[src/sv/mwc_pkg.sv]
// Types and constants of the multiply-with-carry random range generator.
// No dependencies; used by the top level and its checker.
package mwc_pkg;

	localparam int WORD_W      = 32;
	localparam int HALF_W      = 16;
	localparam int CFG_INDEX_W = 2;

	// Multipliers of the two generator halves.
	localparam logic [HALF_W-1:0] Z_MULT = 16'd36969;
	localparam logic [HALF_W-1:0] W_MULT = 16'd18000;

	localparam logic [WORD_W-1:0] SEED_RESET = 32'd1;

	// Configuration register indexes.
	localparam logic [CFG_INDEX_W-1:0] CFG_SEED_Z = 2'd0;
	localparam logic [CFG_INDEX_W-1:0] CFG_SEED_W = 2'd1;

	typedef struct packed {
		logic [WORD_W-1:0] low_bound;
		logic [WORD_W-1:0] high_bound;
	} in_word_t;

	typedef struct packed {
		logic [WORD_W-1:0] value;
		logic [WORD_W-1:0] raw_word;
	} out_word_t;

endpackage

[src/sv/mwc_random_in_range.sv]
// Multiply-with-carry random generator that answers each request with a value in a range.
// Depends on mwc_pkg for the word types and constants.

// Each accepted request advances the two 32-bit generator halves on one shared
// 16-by-16 constant multiplier (first z, then w), forms the raw word, and
// reduces it modulo the span high_bound - low_bound + 1 with a restoring
// remainder unit that retires one dividend bit per cycle. A request passes
// through the multiplier steps, the 32-bit remainder loop and a final step that
// adds the low bound and loads the output register. When the span wraps to zero
// (the full 32-bit range) the remainder loop is skipped. The block takes one
// request at a time and accepts the next one only after returning to idle.
// A finished result waits in the output register while the next request is
// accepted; the next result stays in its final step until the consumer takes
// the waiting word. Writing seed_z or seed_w while idle reloads that half
// directly; outside idle such writes have no effect.
module mwc_random_in_range
	import mwc_pkg::*;
(
	input  logic                   clk,
	input  logic                   arst_n,
	input  logic                   in_valid,
	output logic                   in_ready,
	input  in_word_t               in_word,
	output logic                   out_valid,
	input  logic                   out_ready,
	output out_word_t              out_word,
	input  logic                   cfg_we,
	input  logic [CFG_INDEX_W-1:0] cfg_index,
	input  logic [WORD_W-1:0]      cfg_wdata
);

	typedef enum logic [2:0] {
		ST_IDLE,
		ST_ADV_Z,
		ST_ADV_W,
		ST_DIVIDE,
		ST_FINISH
	} state_t;

	localparam int CNT_W = $clog2(WORD_W);

	state_t            state_q;
	logic [WORD_W-1:0] z_q;
	logic [WORD_W-1:0] w_q;
	logic [WORD_W-1:0] low_q;
	logic [WORD_W-1:0] span_q;
	logic [WORD_W-1:0] raw_q;
	logic [WORD_W-1:0] div_q;
	logic [WORD_W-1:0] rem_q;
	logic [CNT_W-1:0]  cnt_q;
	logic              out_valid_q;
	out_word_t         out_word_q;

	// Shared multiplier of both halves.
	logic [WORD_W-1:0] mul_half;
	logic [HALF_W-1:0] mul_const;
	logic [WORD_W-1:0] mul_result;
	logic [WORD_W-1:0] raw_next;

	// Restoring remainder step.
	logic [WORD_W:0]   rem_shift;
	logic [WORD_W:0]   rem_diff;
	logic [WORD_W-1:0] rem_next;

	logic [WORD_W-1:0] span_in;

	always_comb begin
		mul_half   = (state_q == ST_ADV_Z) ? z_q : w_q;
		mul_const  = (state_q == ST_ADV_Z) ? Z_MULT : W_MULT;
		mul_result = WORD_W'({{HALF_W{1'b0}}, mul_const} * {{HALF_W{1'b0}}, mul_half[HALF_W-1:0]})
			+ {{HALF_W{1'b0}}, mul_half[WORD_W-1:HALF_W]};
		raw_next   = {z_q[HALF_W-1:0], {HALF_W{1'b0}}} + mul_result;

		rem_shift = {rem_q, div_q[WORD_W-1]};
		rem_diff  = rem_shift - {1'b0, span_q};
		rem_next  = rem_diff[WORD_W] ? rem_shift[WORD_W-1:0] : rem_diff[WORD_W-1:0];

		span_in = in_word.high_bound - in_word.low_bound + WORD_W'(1);
	end

	always_ff @(posedge clk or negedge arst_n) begin
		if (!arst_n) begin
			state_q     <= ST_IDLE;
			z_q         <= SEED_RESET;
			w_q         <= SEED_RESET;
			low_q       <= '0;
			span_q      <= '0;
			raw_q       <= '0;
			div_q       <= '0;
			rem_q       <= '0;
			out_valid_q <= 1'b0;
			out_word_q  <= '0;
			cnt_q       <= '0;
		end else begin
			// The final step sets the valid flag itself when it loads a new word.
			if (out_valid_q && out_ready && state_q != ST_FINISH) begin
				out_valid_q <= 1'b0;
			end
			case (state_q)
				ST_IDLE: begin
					if (cfg_we && cfg_index == CFG_SEED_Z) begin
						z_q <= cfg_wdata;
					end
					if (cfg_we && cfg_index == CFG_SEED_W) begin
						w_q <= cfg_wdata;
					end
					if (in_valid) begin
						low_q   <= in_word.low_bound;
						span_q  <= span_in;
						state_q <= ST_ADV_Z;
					end
				end
				ST_ADV_Z: begin
					z_q     <= mul_result;
					state_q <= ST_ADV_W;
				end
				ST_ADV_W: begin
					w_q   <= mul_result;
					raw_q <= raw_next;
					div_q <= raw_next;
					cnt_q <= '0;
					// A span that wrapped to zero means the full range: no reduction.
					if (span_q == '0) begin
						rem_q   <= raw_next;
						state_q <= ST_FINISH;
					end else begin
						rem_q   <= '0;
						state_q <= ST_DIVIDE;
					end
				end
				ST_DIVIDE: begin
					rem_q <= rem_next;
					div_q <= {div_q[WORD_W-2:0], 1'b0};
					cnt_q <= cnt_q + CNT_W'(1);
					if (cnt_q == CNT_W'(WORD_W - 1)) begin
						state_q <= ST_FINISH;
					end
				end
				ST_FINISH: begin
					if (!out_valid_q || out_ready) begin
						out_word_q.value    <= low_q + rem_q;
						out_word_q.raw_word <= raw_q;
						out_valid_q         <= 1'b1;
						state_q             <= ST_IDLE;
					end
				end
				default: begin
					state_q <= ST_IDLE;
				end
			endcase
		end
	end

	assign in_ready  = (state_q == ST_IDLE);
	assign out_valid = out_valid_q;
	assign out_word  = out_word_q;

endmodule

[config.mk]
export PLATFORM = sky130hd
export DESIGN_NAME = mwc_random_in_range
export DESIGN_NICKNAME = d
export VERILOG_FILES = /design/src/sv/mwc_pkg.sv /design/src/sv/mwc_random_in_range.sv
export SDC_FILE = /design/constraint.sdc
export NUM_CORES = 1
export LEC_CHECK = 0
export BUFFER_PORTS_ARGS = -buffer_cell sky130_fd_sc_hd__buf_2
export CAP_MARGIN = 20
export CORE_UTILIZATION = 35
export CTS_BUF_LIST = sky130_fd_sc_hd__clkbuf_8
export DETAILED_ROUTE_END_ITERATION = 8
export HOLD_SLACK_MARGIN = 0.05
export SKIP_LAST_GASP = 1
export SYNTH_ARGS = -nofsm -noshare
export SYNTH_HDL_FRONTEND = slang
export SYNTH_SLANG_ARGS = --single-unit
[constraint.sdc]
create_clock -name clk -period 9.1 [get_ports clk]
set_input_delay 0.91 -clock clk [delete_from_list [all_inputs] [get_ports clk]]
set_output_delay 0.91 -clock clk [all_outputs]
set_load 0.01 [all_outputs]
==> impl_metrics.py <==
metrics = {
    "grt": {
        "antenna_found_initial": 1,
        "grt_pass1_vias": 18775,
        "overflow": 0,
        "grt_start_max_net_pins": 96,
        "grt_pass1_wl_um": 107500,
        "grt_usage_pct": 20.31,
    },
    "timing": {
        "final_hold_viol_count": 0,
        "finalSetupViolations": 0,
        "drv_slew": 0,
        "grt_setup_unrepaired": "false",
        "hold_ws_ps": 235.2,
        "tightest_slew_ps": 1092,
        "finalSetupTns_ps": 0,
        "fin_crit_sh_pct": 94.96,
        "relSlewSlack_pct": 26.26,
        "min_period_ps": 8642,
        "clock_skew_ps": 59.85,
        "fmax_mhz": 115.7,
    },
    "floorplanning": {
        "initial_utilization_pct": 35.66,
        "coreArea_um2": 66330,
        "die-height_um": 262.0,
        "pin_count": 169,
        "die_x_um": 262.0,
        "rows": 94,
        "fp.dieArea_um2": 68630,
    },
    "finish": {
        "layout.nets": 3317,
        "nFillCells": 6734,
        "layout_commonest_cell": "nand2_1",
        "drive_gt1_share_pct": 13.18,
        "final_cell_mix": "nand2_1 (351), inv_1 (328), dfrtp_1 (294)",
        "synthToLayoutAreaGrowth_pct": 13.87,
        "design_area_um2": 26940,
    },
    "hold_path": {
        "hp-class": "in2async",
    },
    "clock_network": {
        "cts_hold_buf": 0,
        "cts_sinks": 297,
        "htreeDepth": 2,
        "worstSkewPairLatency_ps": 710,
        "cts_tree": "done",
        "root_buffer": "clkbuf_8",
        "cts_max_path_buffers": 3,
        "numCtsBuffers": 55,
        "clk_pin_slew_worst_paths_ps": 70,
    },
    "yosys": {
        "syn_inst": 2628,
        "synth_seq_area_share_pct": 31.43,
        "synth_area_um2": 23660,
        "avgSynthCellArea_um2": 9.001,
        "async_reset_ff_share_pct": 100.0,
        "synth_edf_count": 0,
        "synth_top_area_share_pct": 31.21,
        "synthFlopType": "dfrtp_1",
        "ys_ff_latch": 297,
        "synthTopCellsByArea": "dfrtp_1 (31%), ha_1 (15%), fa_1 (8.8%)",
        "ys_types": 80,
        "synth_top_area_cell": "dfrtp_1",
        "yosysWarnings": 0,
    },
    "placed_design": {
        "place_hpwl_um": 53950,
        "io_buffers": 168,
        "gp_congestion": 0.9572,
        "place_area_um2": 25660,
    },
    "setup_path": {
        "crit_buf_inv": 5,
        "max_stage_delay_ps": 580,
        "path_depth": 32,
        "critPathRequiredTime_ps": 9630,
        "rrSetupSlack_ps": 460,
        "arrival_ps": 9180,
        "r2r_cells": 32,
        "criticalPathCategory": "reg2reg",
        "critPathTopFamily": "adder cells",
        "critPathLaunchType": "register",
        "worstPathMaxFanout": 45,
        "critPathSlowestCell": "or3_2",
        "endpoint_kind": "register",
    },
    "outcome": {
        "status": "finished, final reports clean",
    },
    "detailed_routing": {
        "dr.first_iter.drc_count": 1367,
        "viasPerCell": 5.160,
        "routed_wl_um": 68980,
        "routedWlPerCell_um": 18.51,
        "drt_pre_antenna_iters": 7,
        "vias": 19226,
        "drc": 0,
        "drtAntennaViolNets": 0,
    },
    "flow_run": {
        "maxCapViolations": 0,
    },
}
[worst register-to-register path: cells and delay by family, from the launching register on]
family | cells | cell delay, ps
XOR/XNOR | 1 | 130
buffers and inverters | 5 | 640
flip-flops | 1 | 400
AO/OA/AOI/OAI | 5 | 1190
adder cells (fa/ha/maj) | 8 | 3170
AND/OR/NAND/NOR | 13 | 2990
[sequential cells by signal (all words and copies together), names as in the netlist]
register   cells
w_q           32
state_q        3
span_q        32
cnt_q          5
z_q           32
out_valid      1
div_q         32
raw_q         32
low_q         32
out_word      64
rem_q         32
[synth_stat cells (9+ instances only)]
| cell | n |
|---|---|
| o21a_1 | 23 |
| o221ai_1 | 12 |
| ha_1 | 291 |
| nor4_1 | 10 |
| xnor2_1 | 67 |
| or3_1 | 15 |
| a221o_1 | 19 |
| and2_1 | 11 |
| mux2_2 | 34 |
| inv_1 | 318 |
| dfrtp_1 | 295 |
| nand4_1 | 9 |
| o21ai_0 | 222 |
| fa_1 | 104 |
| clkbuf_1 | 84 |
| a22oi_1 | 52 |
| xor2_1 | 57 |
| mux2i_1 | 24 |
| o22ai_1 | 11 |
| o211ai_1 | 13 |
| nand3_1 | 27 |
| a21o_1 | 77 |
| nor2_1 | 125 |
| and3_1 | 13 |
| nor3_1 | 31 |
| a21oi_1 | 142 |
| o21bai_1 | 15 |
| nand2b_1 | 27 |
| nor2b_1 | 20 |
| a31oi_1 | 10 |
| nand2_1 | 353 |
[cell families after synthesis]
group | share of synthesized area, %
buffers and inverters | 6.723
other | 0.03175
xor gates and xnor gates | 4.591
muxes | 2.761
AOI/OAI and AO/OA | 17.83
DFF | 31.43
and+or+nand+nor | 12.44
adders and majority gates | 24.19
[worst paths after layout]
kind                                      to          start
worst max-delay path               rem_q[30]     state_q[2]
worst min-delay path            out_word[55]         arst_n
worst max register to register     rem_q[30]     state_q[2]
worst min register to register      raw_q[6]       raw_q[6]
max in group asynchronous             w_q[5]         arst_n
min in group clk                     w_q[20]  cfg_wdata[20]
[layer usage]
layer / global-route usage (%) / vias up / share of wire [%]
met5: 0 / - / 0.019
met4: 5.957 / 2 / 2.6
met3: 3.501 / 109 / 6.2
met2: 31.72 / 535 / 44
met1: 28.67 / 9225 / 47
li1: - / 9355 / -
[cell type report]
class                   count  area, um2  area share [%]
diodes                      1      2.502        0.009290
clock buffers              73       1005           3.730
clock inverters            26      217.7          0.8083
inverters                 318       1194           4.431
multi-input cells        1932      14760           54.81
flip-flops and latches    297       7436           27.61
well taps                 864       1081           4.013
repair buffers            215       1236           4.589
[what timing repair did]
action	in CTS	in global routing
buffers inserted	0	1
resized for setup	0	6
setup endpoints to repair	0	6
[through the flow]
stage / util, % / setup WS, ps / instances
after floorplan: - / 821.8 / 2645
after global placement: 38.68 / 494.1 / 3624
after detailed placement: 38.68 / 332.2 / 3624
after CTS: 40.52 / 269.8 / 3723
after global routing: 40.60 / 11.33 / 3725
final: 40.61 / 458.2 / 3726
Power is left out: the tool's default activity adds up to more than one toggle a clock period on the data nets, which glitch-free logic cannot reach.
